[src/rtl/twq_pkg.sv]
// Shared types and constants for the task wait queue engine.
// Used by the controller, datapath, top level and checker; no dependencies.
package twq_pkg;

  // Default number of queue entries
  localparam int DEFAULT_DEPTH = 16;

  // Command codes
  localparam logic [2:0] CMD_ENQ     = 3'd0;
  localparam logic [2:0] CMD_WAKE1   = 3'd1;
  localparam logic [2:0] CMD_WAKEALL = 3'd2;
  localparam logic [2:0] CMD_REMOVE  = 3'd3;
  localparam logic [2:0] CMD_ABORT   = 3'd4;

  // Result status codes
  localparam logic [2:0] ST_ENQUEUED = 3'd0;
  localparam logic [2:0] ST_FULL     = 3'd1;
  localparam logic [2:0] ST_WOKEN    = 3'd2;
  localparam logic [2:0] ST_EMPTY    = 3'd3;
  localparam logic [2:0] ST_REMOVED  = 3'd4;
  localparam logic [2:0] ST_NOTFOUND = 3'd5;

  // Controller states
  typedef enum logic [3:0] {
    S_IDLE,
    S_DISPATCH,
    S_POP,
    S_POP_RD,
    S_SCAN,
    S_SCAN_RD,
    S_SHIFT_RD,
    S_SHIFT_WR,
    S_REPORT
  } state_t;

  // Which result word the datapath builds
  typedef enum logic [2:0] {
    RES_ENQ,
    RES_FULL,
    RES_EMPTY,
    RES_WOKEN,
    RES_REPORT
  } res_sel_t;

  // Controller to datapath commands
  typedef struct packed {
    logic     load;       // capture input word, clear scan state
    logic     rd_en;      // read entry at logical index idx
    logic     wr_en;      // write one entry
    logic     wr_prev;    // 1: shift write to idx-1, 0: enqueue at tail
    logic     idx_inc;
    logic     pop;        // advance head, drop one
    logic     cnt_inc;
    logic     cnt_dec;
    logic     set_found;
    logic     out_load;
    res_sel_t out_sel;
  } ctl_t;

  // Datapath to controller status
  typedef struct packed {
    logic [2:0] cmd;
    logic       full;
    logic       empty;
    logic       one_left;
    logic       idx_end;  // idx has reached the count
    logic       match;    // read data equals captured task id
    logic       out_free; // output register can take a word this cycle
  } sts_t;

endpackage

[src/rtl/twq_ram.sv]
// Generic single-write, single-read RAM with registered read data.
// No dependencies.
module twq_ram #(
  parameter int WIDTH = 8,
  parameter int DEPTH = 16,
  parameter int AW    = (DEPTH > 1) ? $clog2(DEPTH) : 1
) (
  input  logic             clk,
  input  logic             we,
  input  logic [AW-1:0]    waddr,
  input  logic [WIDTH-1:0] wdata,
  input  logic             re,
  input  logic [AW-1:0]    raddr,
  output logic [WIDTH-1:0] rdata
);

  logic [WIDTH-1:0] mem [DEPTH];

  always_ff @(posedge clk) begin
    if (we) begin
      mem[waddr] <= wdata;
    end
    if (re) begin
      rdata <= mem[raddr];
    end
  end

endmodule

[src/rtl/twq_dpath.sv]
// Datapath: circular id store, head/count/scan registers, output word register.
// Depends on twq_pkg and twq_ram.
module twq_dpath #(
  parameter int QUEUE_DEPTH = twq_pkg::DEFAULT_DEPTH
) (
  input  logic          clk,
  input  logic          rst,
  input  twq_pkg::ctl_t ctl,
  output twq_pkg::sts_t sts,
  input  logic [2:0]    cmd,
  input  logic [7:0]    task_id,
  output logic          out_valid,
  input  logic          out_ready,
  output logic [2:0]    status,
  output logic          wake_valid,
  output logic [7:0]    woken_id,
  output logic [4:0]    occupancy,
  output logic          last
);
  import twq_pkg::*;

  localparam int AW = (QUEUE_DEPTH > 1) ? $clog2(QUEUE_DEPTH) : 1;
  localparam int CW = $clog2(QUEUE_DEPTH + 1);

  logic [AW-1:0] head;
  logic [CW-1:0] count, count_next;
  logic [CW-1:0] idx;
  logic [2:0]    cmd_q;
  logic [7:0]    tid;
  logic          found;
  logic [AW-1:0] rd_addr, wr_addr;
  logic [7:0]    wr_data, rd_data;
  logic [CW+4:0] occ_ext;
  logic          is_abort;

  // Logical index to physical slot, wrapping at the queue depth
  function automatic logic [AW-1:0] slot(input logic [AW-1:0] h, input logic [CW-1:0] i);
    logic [CW:0] s;
    s = (CW+1)'(h) + (CW+1)'(i);
    if (s >= (CW+1)'(QUEUE_DEPTH)) begin
      s = s - (CW+1)'(QUEUE_DEPTH);
    end
    return s[AW-1:0];
  endfunction

  // Address and data selection
  always_comb begin
    rd_addr = slot(head, idx);
    wr_addr = ctl.wr_prev ? slot(head, idx - CW'(1)) : slot(head, count);
    wr_data = ctl.wr_prev ? rd_data : tid;
  end

  twq_ram #(
    .WIDTH (8),
    .DEPTH (QUEUE_DEPTH),
    .AW    (AW)
  ) u_ram (
    .clk   (clk),
    .we    (ctl.wr_en),
    .waddr (wr_addr),
    .wdata (wr_data),
    .re    (ctl.rd_en),
    .raddr (rd_addr),
    .rdata (rd_data)
  );

  // Occupancy after this cycle's update
  always_comb begin
    count_next = count;
    if (ctl.cnt_inc) begin
      count_next = count + CW'(1);
    end else if (ctl.pop || ctl.cnt_dec) begin
      count_next = count - CW'(1);
    end
  end

  assign occ_ext  = {5'b0, count_next};
  assign is_abort = (cmd_q == CMD_ABORT);

  // Control registers
  always_ff @(posedge clk) begin
    if (rst) begin
      head  <= '0;
      count <= '0;
    end else begin
      count <= count_next;
      if (ctl.pop) begin
        head <= (head == AW'(QUEUE_DEPTH - 1)) ? '0 : head + AW'(1);
      end
    end
  end

  // Captured word and scan state
  always_ff @(posedge clk) begin
    if (ctl.load) begin
      cmd_q <= cmd;
      tid   <= task_id;
      idx   <= '0;
      found <= 1'b0;
    end else begin
      if (ctl.idx_inc) begin
        idx <= idx + CW'(1);
      end
      if (ctl.set_found) begin
        found <= 1'b1;
      end
    end
  end

  // Output word register
  always_ff @(posedge clk) begin
    if (rst) begin
      out_valid <= 1'b0;
    end else if (ctl.out_load) begin
      out_valid <= 1'b1;
    end else if (out_ready) begin
      out_valid <= 1'b0;
    end
  end

  always_ff @(posedge clk) begin
    if (ctl.out_load) begin
      occupancy <= occ_ext[4:0];
      case (ctl.out_sel)
        RES_ENQ: begin
          status     <= ST_ENQUEUED;
          wake_valid <= 1'b0;
          woken_id   <= '0;
          last       <= 1'b1;
        end
        RES_FULL: begin
          status     <= ST_FULL;
          wake_valid <= 1'b1;
          woken_id   <= tid;
          last       <= 1'b1;
        end
        RES_WOKEN: begin
          status     <= ST_WOKEN;
          wake_valid <= 1'b1;
          woken_id   <= rd_data;
          last       <= (cmd_q == CMD_WAKE1) || (count_next == '0);
        end
        RES_REPORT: begin
          status     <= found ? ST_REMOVED : ST_NOTFOUND;
          wake_valid <= is_abort;
          woken_id   <= is_abort ? tid : 8'd0;
          last       <= 1'b1;
        end
        default: begin
          status     <= ST_EMPTY;
          wake_valid <= 1'b0;
          woken_id   <= '0;
          last       <= 1'b1;
        end
      endcase
    end
  end

  // Status to the controller
  always_comb begin
    sts.cmd      = cmd_q;
    sts.full     = (count == CW'(QUEUE_DEPTH));
    sts.empty    = (count == '0);
    sts.one_left = (count == CW'(1));
    sts.idx_end  = (idx == count);
    sts.match    = (rd_data == tid);
    sts.out_free = !out_valid || out_ready;
  end

endmodule

[src/rtl/twq_ctrl.sv]
// Controller state machine: sequences enqueue, wake, scan and shift steps.
// Depends on twq_pkg.
module twq_ctrl (
  input  logic          clk,
  input  logic          rst,
  input  logic          in_valid,
  output logic          in_ready,
  input  twq_pkg::sts_t sts,
  output twq_pkg::ctl_t ctl
);
  import twq_pkg::*;

  state_t state, state_next;

  always_ff @(posedge clk) begin
    if (rst) begin
      state <= S_IDLE;
    end else begin
      state <= state_next;
    end
  end

  // Next state and commands
  always_comb begin
    state_next  = state;
    ctl         = '0;
    ctl.out_sel = RES_EMPTY;
    in_ready    = 1'b0;
    unique case (state)
      S_IDLE: begin
        in_ready = 1'b1;
        if (in_valid) begin
          ctl.load   = 1'b1;
          state_next = S_DISPATCH;
        end
      end
      S_DISPATCH: begin
        unique case (sts.cmd) inside
          CMD_ENQ: begin
            if (sts.out_free) begin
              ctl.out_load = 1'b1;
              if (sts.full) begin
                ctl.out_sel = RES_FULL;
              end else begin
                ctl.out_sel = RES_ENQ;
                ctl.wr_en   = 1'b1;
                ctl.cnt_inc = 1'b1;
              end
              state_next = S_IDLE;
            end
          end
          CMD_WAKE1, CMD_WAKEALL: begin
            if (!sts.empty) begin
              ctl.rd_en  = 1'b1;
              state_next = S_POP;
            end else if (sts.out_free) begin
              ctl.out_load = 1'b1;
              ctl.out_sel  = RES_EMPTY;
              state_next   = S_IDLE;
            end
          end
          CMD_REMOVE, CMD_ABORT: begin
            if (sts.idx_end) begin
              state_next = S_REPORT;
            end else begin
              ctl.rd_en  = 1'b1;
              state_next = S_SCAN;
            end
          end
          default: state_next = S_IDLE;  // unused code: no result
        endcase
      end
      // Head data is ready; emit it and drop the head
      S_POP: begin
        if (sts.out_free) begin
          ctl.pop      = 1'b1;
          ctl.out_load = 1'b1;
          ctl.out_sel  = RES_WOKEN;
          if (sts.cmd == CMD_WAKE1 || sts.one_left) begin
            state_next = S_IDLE;
          end else begin
            state_next = S_POP_RD;
          end
        end
      end
      S_POP_RD: begin
        ctl.rd_en  = 1'b1;
        state_next = S_POP;
      end
      // Compare one entry against the id
      S_SCAN: begin
        ctl.idx_inc = 1'b1;
        if (sts.match) begin
          ctl.set_found = 1'b1;
          state_next    = S_SHIFT_RD;
        end else begin
          state_next = S_SCAN_RD;
        end
      end
      S_SCAN_RD: begin
        if (sts.idx_end) begin
          state_next = S_REPORT;
        end else begin
          ctl.rd_en  = 1'b1;
          state_next = S_SCAN;
        end
      end
      // Close the gap one entry at a time
      S_SHIFT_RD: begin
        if (sts.idx_end) begin
          ctl.cnt_dec = 1'b1;
          state_next  = S_REPORT;
        end else begin
          ctl.rd_en  = 1'b1;
          state_next = S_SHIFT_WR;
        end
      end
      S_SHIFT_WR: begin
        ctl.wr_en   = 1'b1;
        ctl.wr_prev = 1'b1;
        ctl.idx_inc = 1'b1;
        state_next  = S_SHIFT_RD;
      end
      S_REPORT: begin
        if (sts.out_free) begin
          ctl.out_load = 1'b1;
          ctl.out_sel  = RES_REPORT;
          state_next   = S_IDLE;
        end
      end
      default: state_next = S_IDLE;
    endcase
  end

endmodule

[src/rtl/task_wait_queue_engine.sv]
// Task wait queue engine: bounded FIFO of task ids with wake, wake-all, remove and abort.
// Enqueue: dispatch loads the word; wake-one: dispatch reads the head, pop loads the word.
// Wake-all: pop-read and pop states alternate per id, set by the registered id store read.
// Remove/abort: scan states per entry, shift states per shifted entry, then report; stalls add.
// Synchronous reset empties the queue and the output register; the id store is not cleared.
// Depends on twq_pkg, twq_ctrl, twq_dpath.
module task_wait_queue_engine #(
  parameter int QUEUE_DEPTH = twq_pkg::DEFAULT_DEPTH
) (
  input  logic       clk,
  input  logic       rst,
  input  logic       in_valid,
  output logic       in_ready,
  input  logic [2:0] cmd,
  input  logic [7:0] task_id,
  output logic       out_valid,
  input  logic       out_ready,
  output logic [2:0] status,
  output logic       wake_valid,
  output logic [7:0] woken_id,
  output logic [4:0] occupancy,
  output logic       last
);
  import twq_pkg::*;

  ctl_t ctl;
  sts_t sts;

  twq_ctrl u_ctrl (
    .clk      (clk),
    .rst      (rst),
    .in_valid (in_valid),
    .in_ready (in_ready),
    .sts      (sts),
    .ctl      (ctl)
  );

  twq_dpath #(
    .QUEUE_DEPTH (QUEUE_DEPTH)
  ) u_dpath (
    .clk        (clk),
    .rst        (rst),
    .ctl        (ctl),
    .sts        (sts),
    .cmd        (cmd),
    .task_id    (task_id),
    .out_valid  (out_valid),
    .out_ready  (out_ready),
    .status     (status),
    .wake_valid (wake_valid),
    .woken_id   (woken_id),
    .occupancy  (occupancy),
    .last       (last)
  );

endmodule

[config.mk]
export PLATFORM = sky130hd
export DESIGN_NAME = task_wait_queue_engine
export DESIGN_NICKNAME = d
export VERILOG_FILES = /design/src/rtl/twq_pkg.sv /design/src/rtl/twq_ram.sv /design/src/rtl/twq_dpath.sv /design/src/rtl/twq_ctrl.sv /design/src/rtl/task_wait_queue_engine.sv
export SDC_FILE = /design/constraint.sdc
export NUM_CORES = 1
export LEC_CHECK = 0
export BUFFER_PORTS_ARGS = -buffer_cell sky130_fd_sc_hd__buf_2
export CAP_MARGIN = 20
export CORE_MARGIN = 2
export CORE_UTILIZATION = 60
export CTS_CLUSTER_DIAMETER = 40
export CTS_CLUSTER_SIZE = 28
export DETAILED_ROUTE_END_ITERATION = 10
export PLACE_DENSITY = 0.87
export SLEW_MARGIN = 40
export SYNTH_ARGS = -nofsm -noshare
export SYNTH_HDL_FRONTEND = slang
export SYNTH_SLANG_ARGS = --single-unit
[constraint.sdc]
create_clock -name clk -period 3.5 [get_ports clk]
set_input_delay 0.7 -clock clk [delete_from_list [all_inputs] [get_ports clk]]
set_output_delay 0.7 -clock clk [all_outputs]
set_load 0.05 [all_outputs]
Word-level counts from Yosys, hierarchy flattened --
Memory sizes are Yosys's and may differ from the RTL's. A register that Yosys moved wholly into a read port is not among the register bits. Cells that the tools add are included.
Storage, ports and cells: bits in writable memories 128, memories kept 1, word-level logic and storage cells 122, flip-flop bits (word level) 49, output and inout port bits 20, input port bits 15
Operators by class: multiplexer cells 55, reduce and logical (&&, ||, !) cells 17, magnitude comparators 3, $add $sub $neg 11, equal/unequal tests 22
Memory list:
- u_dpath.u_ram.mem | words 16, bits a word 8, rd ports 1, clocked after memory_dff 1, wr ports 1, line twq_ram.sv:17 | logic [WIDTH-1:0] mem [DEPTH];
Operators by type and width (count):
- $mux W4 | 16
- $pmux W4 S9 | 1
- $pmux W4 S3 | 2
- $pmux W8 S3 | 1
- $mux W1 | 23
- $add A4 B5 Y6 | 3
- $ge A6 B5 Y1 const B | 3
- $eq A4 B3 Y1 const B | 4
- $mux W8 | 2
- $pmux W3 S4 | 1
- $sub A4 B1 Y4 const B | 3
- $add A5 B1 Y5 const B | 2
- $logic_not A5 Y1 | 2
- $mux W5 | 2
- $reduce_or A2 Y1 | 5
- $sub A5 B1 Y5 const B | 2
- $eq A3 B2 Y1 const B | 3
- $eq A4 B2 Y1 const B | 2
- $eq A4 B4 Y1 const B | 2
- $eq A8 B8 Y1 | 1
- $pmux W4 S2 | 1
- $eq A3 B1 Y1 const B | 2
- $eq A3 B3 Y1 const B | 2
- $logic_not A3 Y1 | 2
- other kinds (14) | 21

Logic depth before layout (Yosys ltp) --
Gate-level depths: netlist of run 1.
depth in word-level cells 9, mapped depth 12, mapped depth without buffers 11

Hierarchy --
Synthesis of run 1 repeated with hierarchy kept, for this count alone.
Unflattened totals: cells, all modules 521, area, all modules 8229.1 µm²
By module, submodules not included:
- twq_ram | seq. area each 4083.9 µm², instances 1, cells each 229, area an instance 5227.5 µm²
- twq_dpath | seq. area each 1191.1 µm², instances 1, cells each 207, area an instance 2399.8 µm²
- twq_ctrl | seq. area each 80.1 µm², instances 1, cells each 85, area an instance 601.8 µm²

Least setup slack after synthesis of run 1 --
No wires, ideal clock.
kind register -> register, start reg u_ctrl.state[1], end mem u_dpath.u_ram.mem[4][0], enable pin, period minus slack after synthesis 3.214 ns, slack 0.286 ns, required time 3.130 ns, data arrival time 2.843 ns, buffers on the path 2, cell stages (with the launch flop) 12, cell sequence dfxtp_1 buf_1 nand3_1 clkbuf_1 o21ai_0 ha_1 a21o_1 a21oi_1 xnor2_1 xor2_1 nand2_1 nor2_1
Between the ends: word-level cells in the longest chain between the ends 4, elaborated cells between the ends (all ways) 7, those cells by class 2 x eq/ne; 5 x mux
Ends and longest elaborated chain:
- start, declared | line twq_ctrl.sv:13 | state_t state, state_next;
- start signal, assigned | line twq_ctrl.sv:19 | state <= state_next;
- $eq A4 B3 Y1 or $eq A4 B1 Y1 (tied branches) | line twq_ctrl.sv:29 | unique case (state)
- $pmux W1 S2 | line twq_ctrl.sv:29
- $mux W1 | line twq_ram.sv:20 | if (we) begin
- $mux W1 (not written as such) | line twq_ram.sv:21 | mem[waddr] <= wdata;
- end, declared | line twq_ram.sv:17
Several ways; a longest one is shown, not always the timed one.

Final worst setup path of run 1 --
start reg u_ctrl.state[2], end mem u_dpath.u_ram.mem[7][2], enable pin
The elaborated chain is that of the path after synthesis.

==> results.toml, run 1 <==
[run_status]
status = "complete, no violations"

[synth]
synth_ff_type = "edfxtp_1"
synthCells = 520
ys_seq_elements = 185
yosysSeqAreaShare_pct = 66.1
synthAdderAreaFrac_pct = 2.63
synth_mux_area_share_pct = 11.4
syn-num-nets = 550
yosys_warnings = 0
syn_avg_cell_area_um2 = 15.6
synth-xor-area-share_pct = 3.66
synth_compound_area_share_pct = 5.95
yosys.area_share.simple_pct = 8.31
async_flop_share_pct = 0
synth_edf_count = 165
synth_top_family_by_area = "multiplexers"
syn_area_um2 = 8100
synth_cell_type_count = 54

[timing]
relSlewSlack_pct = 47.4
hold_violations = 0
fin_crit_sh_pct = 93.9
slew_viol_final = 0
tns_ps = 0
clock_skew_ps = 10.7
rsz0062_at_grt = "no"
worst_slew_pin_slew_ps = 785
min_period_ps = 3290
fmax_mhz = 304
setup_viol = 0

[floorplan]
chipHeight_um = 120
io_pins = 35
fp-row-count = 42
core_region_area_um2 = 13200
die_w_um = 120
fp.dieArea_um2 = 14500
start_util_pct = 61.4

[cells_and_area]
final_core_util_pct = 69.6
post_layout_nonfiller_instances = 766
drive_gt1_share_pct = 24.7
area_delta_synth_final_pct = 13.3
diodes = 0
final-seq-area_um2 = 5360
layout.nets = 607
multi_input_comb_area_um2 = 2600
final_cell_area_um2 = 9180
fillers = 780

[grt]
first_global_vias = 4825
grt_overflow = 0
gr-usage-all-layers_pct = 25.8
antenna_found_initial = 0
grt_max_degree = 33
grt_pass1_wl_um = 27100

[setup_path]
cp_max_fo = 13
critPathKind = "reg2reg"
slowest_delay_ps = 580
crit_chain = "nand3_1 > o21ai_0 > ha_1 > a21o_1 > a21oi_1 > xnor2_1 > xor2_1 > nand2_1 > nor2_1"
crit_required_ps = 3570
cp_top_family = "simple AND/OR/NAND/NOR gates"
start_kind = "register"
worstPathArrival_ps = 3350
cp.buffers_inverters = 0
endpoint_kind = "register"
slowest_stage = "dfxtp_1"

[clock_network]
cts_max_path_buffers = 2
cts_num_sinks = 185
ctsResizeCount = 0
htree_levels = 4
cts-root-buf = "clkbuf_16"
clkSlewWorstSetupHoldPaths_ps = 70
clk-insertion-delay-late_ps = 430
cts_buffers = 17
hold_buffers = 0
cts_setup_buffers = 0
cts_tree = "built"

[hold_path]
hp-class = "in2reg"

[routing]
dr.pass1.iters = 8
drt_iter0_drc = 626
routed_wl_um = 17500
via_count = 4876
drc = 0
antenna_left = 0
vias_per_cell = 6.37
wl_per_cell_um = 22.8

[power_and_ir_drop]
ir_drop_mv = 0.503
power_mw = 4.41
leakagePower_nw = 3.22
p_per_area_nw_per_um2 = 480

[placement]
io_buffers = 34
gp_congestion = 0.893
place_area_um2 = 8630
hpwl_um = 11100
numPlacedInstances = 734

[job]
drv_cap = 0
-- synth_stat cells, types with 2 or more instances --
| library cell | count | area, µm² |
|---|---|---|
| a211oi_1 | 9 | 67.6 |
| a21boi_0 | 2 | 15.0 |
| a21o_1 | 3 | 22.5 |
| a21oi_1 | 21 | 105 |
| a22o_1 | 9 | 78.8 |
| a22oi_1 | 2 | 15.0 |
| a31o_2 | 2 | 17.5 |
| a31oi_1 | 2 | 12.5 |
| and2_1 | 2 | 12.5 |
| and4_1 | 2 | 17.5 |
| buf_1 | 2 | 7.51 |
| buf_2 | 13 | 65.1 |
| clkbuf_1 | 10 | 37.5 |
| dfxtp_1 | 20 | 400 |
| edfxtp_1 | 165 | 4950 |
| fa_1 | 2 | 40.0 |
| ha_1 | 13 | 163 |
| inv_1 | 11 | 41.3 |
| mux2_2 | 8 | 90.1 |
| mux2i_1 | 11 | 110 |
| mux4_2 | 32 | 721 |
| nand2_1 | 32 | 120 |
| nand2b_1 | 5 | 31.3 |
| nand3_1 | 5 | 25.0 |
| nand3b_1 | 2 | 15.0 |
| nand4_1 | 6 | 37.5 |
| nor2_1 | 41 | 154 |
| nor2b_1 | 14 | 87.6 |
| nor3_1 | 6 | 30.0 |
| nor4_1 | 5 | 31.3 |
| nor4b_1 | 2 | 17.5 |
| o211ai_1 | 3 | 22.5 |
| o21ai_0 | 4 | 20.0 |
| o22ai_1 | 2 | 12.5 |
| or3_1 | 3 | 18.8 |
| xnor2_1 | 11 | 96.3 |
| xor2_1 | 21 | 184 |
-- routing by layer --
| layer | wire (µm) | track usage, % |
|---|---|---|
| met5 | 0 | 0 |
| met4 | 807 | 13.3 |
| met3 | 1560 | 6.60 |
| met2 | 8680 | 41.9 |
| met1 | 6430 | 32.4 |
-- through the flow --
step | setup WS, ps | hold WS, ps
after detailed placement | 336 | 486
after CTS | 234 | 424
final | 215 | 439
after floorplan | 286 | 441
after global routing | 8.22 | 438
after global placement | 545 | 464
-- worst paths after layout --
kind / from / to / slack [ps] / depth (start not counted)
max reg2reg: u_ctrl.state[2]$_SDFFE_PP0P_ / u_dpath.u_ram.mem[7][2]$_DFFE_PP_ / 210 / 9
min: cmd[0] / u_dpath.cmd_q[0]$_DFFE_PP_ / 440 / 1
max: u_ctrl.state[2]$_SDFFE_PP0P_ / u_dpath.u_ram.mem[7][2]$_DFFE_PP_ / 210 / 9
min reg2reg: u_dpath.found$_SDFFE_PP0P_ / u_dpath.found$_SDFFE_PP0P_ / 540 / 2
-- kinds of logic (layout without fill, tap and decap cells) --
| group | Yosys count | count (layout) |
|---|---|---|
| simple gates | 131 | 131 |
| buf+inv | 37 | 107 |
| xor+xnor | 33 | 33 |
| mux | 51 | 51 |
| flops | 185 | 185 |
| fa+ha+maj | 16 | 16 |
| compound gates | 67 | 67 |
-- layout by cell type (no fill, tap or decap), drive strengths merged, types with 3 or more instances in the layout --
| cell | count |
|---|---|
| nor3 | 7 |
| mux4 | 32 |
| inv | 17 |
| clkinv | 8 |
| xor2 | 22 |
| xnor2 | 11 |
| a22o | 9 |
| a211oi | 10 |
| nand3 | 5 |
| nor2b | 14 |
| a21o | 3 |
| a21oi | 22 |
| mux2i | 11 |
| edfxtp | 165 |
| nand2b | 5 |
| o211ai | 3 |
| nand4 | 6 |
| clkbuf | 17 |
| or3 | 3 |
| nand2 | 32 |
| ha | 13 |
| nor4 | 5 |
| buf | 64 |
| dfxtp | 20 |
| mux2 | 8 |
| o21ai | 4 |
| nor2 | 42 |
-- area by class of cell --
cell class	count	area share [%]
Sequential cell	185	58.3
Tap cell	176	2.40
Inverter	11	0.450
Timing Repair Buffer	64	4.58
Multi-Input combinational cell	298	28.3
Clock inverter	15	1.29
Clock buffer	17	4.63
-- flip-flops by register name (all words and copies together) (netlist names) --
register	flops
u_dpath.out_valid	1
u_dpath.last	1
u_dpath.count	5
u_dpath.u_ram.rdata	8
u_dpath.cmd_q	3
u_dpath.u_ram.mem	128
u_dpath.found	1
u_dpath.status	3
u_dpath.wake_valid	1
u_dpath.idx	5
u_dpath.tid	8
u_dpath.head	4
u_dpath.occupancy	5
u_ctrl.state	4
u_dpath.woken_id	8
-- report_power, final --
group | internal (mW) | switching (mW)
Sequential | 2.43 | 0.0154
Combinational | 0.0519 | 0.138
Clock | 0.923 | 0.843
No activity file was read; power rests on OpenSTA's default activity.
==> run 2, diff against run 1 <==
Clock period 3.5 ns to 4 ns, I/O delays scaled along.
==> run 2 against run 1 <==
Net effect: power down 12%; clock-buffer cell count is 1 higher; sequential share of layout area increased by 1.2 points; first-iteration DRC count rose by 28%; critical path type unchanged; largest cell class unchanged; non-clock buffer count is 23 lower; register-to-register slack is essentially flat; utilization decreased by 1.4 points; via count is 2.2% lower; die area did not move; clock skew fell by 2.5 ps; cell area down 2.0%.
==> results.toml, run 2 (same netlist as run 1, synthesis figures left out) <==
[hold_path]
hp-class = "reg2reg"
min_from = "u_dpath.found$_SDFFE_PP0P_"
whs_endpoint = "u_dpath.found$_SDFFE_PP0P_"
holdPathStages = 2

[setup_path]
critPathKind = "reg2reg"
worstPathArrival_ps = 3830
reg2reg_depth = 10
slowest_delay_ps = 570
crit_chain = "nor2b_1 > nand3_1 > o21ai_0 > ha_1 > a21o_1 > a21oi_1 > xnor2_1 > xor2_1 > nand2_1 > nor2_1"
endpoint_kind = "register"
r2r-start = "u_ctrl.state[0]$_SDFFE_PP0P_"
cp_max_fo = 11
crit_required_ps = 4060
cp_top_family = "simple AND/OR/NAND/NOR gates"
slowest_stage = "dfxtp_1"
rrSetupSlack_ps = 230
cp.buffers_inverters = 0
start_kind = "register"
r2r-end = "u_dpath.u_ram.mem[3][5]$_DFFE_PP_"

[floorplan]
chipHeight_um = 120
io_pins = 35
fp-row-count = 42
die_w_um = 120
start_util_pct = 61.4
core_region_area_um2 = 13200
fp.dieArea_um2 = 14500

[clock_network]
cts_tree = "built"
cts_num_sinks = 185
cts_setup_buffers = 0
cts-root-buf = "clkbuf_16"
htree_levels = 4
clkSlewWorstSetupHoldPaths_ps = 60
clk-insertion-delay-late_ps = 430
cts_max_path_buffers = 2
cts_buffers = 17

[routing]
drc = 0
via_count = 4770
dr.pass1.iters = 5
wl_per_cell_um = 23.8
antenna_left = 0
drt_iter0_drc = 800
vias_per_cell = 6.44
routed_wl_um = 17600

[cells_and_area]
final_common_cell = "edfxtp_1"
drive_gt1_share_pct = 22.5
max_flop_register = "u_dpath.u_ram.mem"
layout.nets = 584
most-common-layout-cells = "edfxtp_1, nor2_1, buf_2"
fillers = 805
final_core_util_pct = 68.2
diodes = 0
final_cell_area_um2 = 9000
largest_reg_flops = 128
area_delta_synth_final_pct = 11.1

[grt]
first_global_vias = 4684
grt_pass1_wl_um = 26900
grt_overflow = 0
gr-usage-all-layers_pct = 25.6
antenna_found_initial = 0
grt_max_degree = 33

[timing]
relSlewSlack_pct = 47.0
worst_slew_pin_slew_ps = 791
clock_skew_ps = 8.22
fmax_mhz = 265
tns_ps = 0
min_period_ps = 3770
setup_viol = 0
fin_crit_sh_pct = 94.3
slew_viol_final = 0
hold_violations = 0

[placement]
io_buffers = 34
place_area_um2 = 8430
hpwl_um = 11400
gp_congestion = 0.911

[power_and_ir_drop]
p_per_area_nw_per_um2 = 432
leakagePower_nw = 3.09
ir_drop_mv = 0.312

[job]
drv_cap = 0

[run_status]
status = "complete, no violations"
==> run 2: per-layer routing <==
| layer | vias to the layer above | GRT usage, % | wire length, µm |
|---|---|---|---|
| met2 | 312 | 41.3 | 8640 |
| li1 | 2079 | - | - |
| met3 | 51 | 5.85 | 1620 |
| met4 | 0 | 9.81 | 507 |
| met1 | 2328 | 34.5 | 6840 |
| met5 | - | 0 | 0 |
==> run 2: cell type report <==
| class | count | area, µm² | share of cell area (%) |
|---|---|---|---|
| well taps | 176 | 220 | 2.45 |
| multi-input cells | 298 | 2620 | 29.1 |
| inverters | 11 | 41.3 | 0.459 |
| repair buffers | 41 | 220 | 2.45 |
| clock buffers | 18 | 429 | 4.77 |
| flip-flops and latches | 185 | 5360 | 59.5 |
| clock inverters | 12 | 119 | 1.32 |
==> run 2: where the power goes <==
group | leakage, nW | total (mW) | switching (mW) | internal [mW]
Sequential | 1.65 | 2.15 | 0.0186 | 2.13
Clock | 0.270 | 1.58 | 0.718 | 0.861
Combinational | 1.17 | 0.161 | 0.119 | 0.0419
==> run 2: worst min-delay path: cells and delay by family, from the launching register on <==
kind             cells  cell delay [ps]
flip-flops           1              340
AND/OR/NAND/NOR      2              120
==> run 2: repair_timing <==
item | CTS | global route
gates resized for setup | 0 | 3
setup endpoints to repair | 0 | 16
hold buffers | 0 | 0
==> run 2: worst max-delay path by stage <==
stage / start / endpoint / slack [ps] / cells past startpoint
6_report: u_ctrl.state[0]$_SDFFE_PP0P_ / u_dpath.u_ram.mem[3][5]$_DFFE_PP_ / 230 / 10
4_1_cts: u_ctrl.state[0]$_SDFFE_PP0P_ / u_dpath.u_ram.mem[3][3]$_DFFE_PP_ / 340 / 9
5_1_grt: u_ctrl.state[0]$_SDFFE_PP0P_ / u_dpath.u_ram.mem[3][3]$_DFFE_PP_ / -7 / 10
2_1_floorplan: u_ctrl.state[1]$_SDFFE_PP0P_ / u_dpath.u_ram.mem[4][0]$_DFFE_PP_ / 790 / 11
3_5_place_dp: u_ctrl.state[0]$_SDFFE_PP0P_ / u_dpath.u_ram.mem[3][4]$_DFFE_PP_ / 390 / 10
3_3_place_gp: u_ctrl.state[0]$_SDFFE_PP0P_ / u_dpath.u_ram.mem[3][4]$_DFFE_PP_ / 670 / 10
==> run 2: through the flow <==
stage	cells	total power, mW	hold WS [ps]	setup WS [ps]
final	741	3.89	495	229
after global placement	710	2.34	470	673
after detailed placement	710	2.35	475	389
after global routing	741	3.98	524	-6.81
after CTS	740	3.89	487	341
after floorplan	520	2.29	441	786
==> run 3, diff against run 2 <==
Settings changed: PLACE_DENSITY 0.87 to default, PLACE_DENSITY_LB_ADDON from default to 0.3, REMOVE_ABC_BUFFERS from default to 1.
==> run 3 against run 2 <==
Net effect: power shrank 0.59%; sequential power is essentially flat; via count shrank 2.5%; wire length shrank 1.2%; maximum frequency grew 3.2%; critical path depth is the same; global-route usage grew 0.23 points; hold slack gained 33 ps; cell area grew 0.35%; sequential cell count is the same; first-iteration DRC count shrank 36%; utilization grew 0.24 points; critical path type unchanged; critical endpoint is now u_dpath.u_ram.mem[0][6]$_DFFE_PP_; highest routed layer unchanged.
==> results.toml, run 3 (same netlist as run 1, synthesis figures left out) <==
[setup_path]
start_kind = "register"
endpoint_kind = "register"
worstPathArrival_ps = 3710
crit_required_ps = 4060
rrSetupSlack_ps = 350
critPathKind = "reg2reg"
slowest_delay_ps = 650
crit_chain = "nor2b_1 > nand3_1 > o21ai_0 > ha_1 > a21o_1 > a21oi_1 > xnor2_1 > xor2_1 > nand2_1 > nor2_1"
slowest_stage = "nor2_1"
r2r-start = "u_ctrl.state[0]$_SDFFE_PP0P_"
r2r-end = "u_dpath.u_ram.mem[0][6]$_DFFE_PP_"
cp_max_fo = 10
reg2reg_depth = 10

[routing]
drc = 0
vias_per_cell = 6.24
wl_per_cell_um = 23.4
antenna_left = 0
dr.pass1.iters = 5
drt_iter0_drc = 516
routed_wl_um = 17400
via_count = 4651

[power_and_ir_drop]
p_sw_mw = 0.837
pwr-share-clk_pct = 40.3
internal_power_mw = 3.03
p_sw_share_pct = 21.6
p_comb_share_pct = 4.2
leakagePower_nw = 3.10
ir_drop_mv = 0.435
p_per_area_nw_per_um2 = 428
p_seq_share_pct = 55.5

[hold_path]
hp-class = "reg2reg"
min_from = "u_dpath.found$_SDFFE_PP0P_"
holdPathStages = 2
whs_endpoint = "u_dpath.found$_SDFFE_PP0P_"

[clock_network]
cts_max_path_buffers = 2
htree_levels = 4
clkSlewWorstSetupHoldPaths_ps = 60
cts_setup_buffers = 0
cts-root-buf = "clkbuf_16"
cts_tree = "built"
ctsResizeCount = 0
cts_num_sinks = 185
cts_buffers = 17
clk-insertion-delay-late_ps = 430
hold_buffers = 0

[cells_and_area]
area_delta_synth_final_pct = 11.5
diodes = 0
final_common_cell = "edfxtp_1"
layout.nets = 587
drive_gt1_share_pct = 22.1
max_flop_register = "u_dpath.u_ram.mem"
final-seq-area_um2 = 5360
fillers = 823
final_cell_area_um2 = 9030
most-common-layout-cells = "edfxtp_1, nor2_1, buf_2"
largest_reg_flops = 128
multi_input_comb_area_um2 = 2620

[floorplan]
start_util_pct = 61.4
io_pins = 35
fp.dieArea_um2 = 14500
die_w_um = 120
fp-row-count = 42
chipHeight_um = 120
core_region_area_um2 = 13200

[timing]
slew_viol_final = 0
hold_violations = 0
tns_ps = 0
fin_crit_sh_pct = 91.4
relSlewSlack_pct = 45.1
rsz0062_at_grt = "no"
min_period_ps = 3650
setup_viol = 0
fmax_mhz = 274
clock_skew_ps = 10.7
worst_slew_pin_slew_ps = 821

[grt]
gr-usage-all-layers_pct = 25.8
grt_pass1_wl_um = 26900
grt_max_degree = 33
grt_overflow = 0
first_global_vias = 4696
antenna_found_initial = 0

[placement]
io_buffers = 34
hpwl_um = 11600
place_area_um2 = 8460
gp_congestion = 0.869

[job]
drv_cap = 0

[run_status]
status = "complete, no violations"
## run 3: changes by cell type in the layout (fill, tap and decap cells not counted), sizes merged
cell      previous run  this run
buf                 41        44
clkinv               6         7
clkinvlp             1         3
inv                 15        13
## run 3: layer usage
metal  share of wire, %  global-route usage [%]  wire (µm)  vias up
li1                   -                       -          -     2080
met1                 41                    35.0       7180     2345
met2                 50                    41.9       8650      198
met3                6.9                    6.13       1210       28
met4                2.1                    8.72        371        0
met5                  0                       0          0        -
## run 3: worst max path at each step
stage	start	end	slack, ps
2_1_floorplan	u_ctrl.state[0]$_SDFFE_PP0P_	u_dpath.u_ram.mem[4][0]$_DFFE_PP_	620
5_1_grt	u_ctrl.state[0]$_SDFFE_PP0P_	u_dpath.u_ram.mem[0][3]$_DFFE_PP_	50
3_3_place_gp	u_ctrl.state[0]$_SDFFE_PP0P_	u_dpath.u_ram.mem[1][4]$_DFFE_PP_	600
4_1_cts	u_ctrl.state[0]$_SDFFE_PP0P_	u_dpath.u_ram.mem[14][7]$_DFFE_PP_	350
3_5_place_dp	u_ctrl.state[0]$_SDFFE_PP0P_	u_dpath.u_ram.mem[0][1]$_DFFE_PP_	450
6_report	u_ctrl.state[0]$_SDFFE_PP0P_	u_dpath.u_ram.mem[0][6]$_DFFE_PP_	350
## run 3: power groups by stage
stage | clock (mW) | combinational [mW] | sequential (mW)
after floorplan | 0 | 0.0728 | 2.21
after global placement | 0 | 0.157 | 2.19
after detailed placement | 0 | 0.160 | 2.19
after CTS | 1.57 | 0.162 | 2.15
after global routing | 1.65 | 0.173 | 2.15
final | 1.56 | 0.163 | 2.15
## run 3: cell type report
type	instances	share of cell area [%]
clock buffer	18	4.75
clock inverter	13	1.36
inverter	11	0.457
multi-input combinational	298	29.0
sequential	185	59.3
tap	176	2.44
timing repair buffer	44	2.72
## run 3: per-stage QoR
step | utilization (%) | std cells | hold slack [ps] | setup WS, ps | power (mW)
2_1_floorplan | - | 494 | 441 | 619 | 2.28
3_3_place_gp | 64.1 | 714 | 484 | 597 | 2.34
3_5_place_dp | 64.2 | 714 | 517 | 445 | 2.35
4_1_cts | 68.4 | 745 | 526 | 354 | 3.88
5_1_grt | 68.5 | 745 | 524 | 54.9 | 3.97
6_report | 68.5 | 745 | 528 | 346 | 3.87
## run 3: critical path, delay by kind of cell (launching register included)
family	cells	cell delay, ps
AOI/OAI and AO/OA	3	700
xor gates and xnor gates	2	420
adders and majority gates	1	280
DFF	1	330
and+or+nand+nor	4	1560
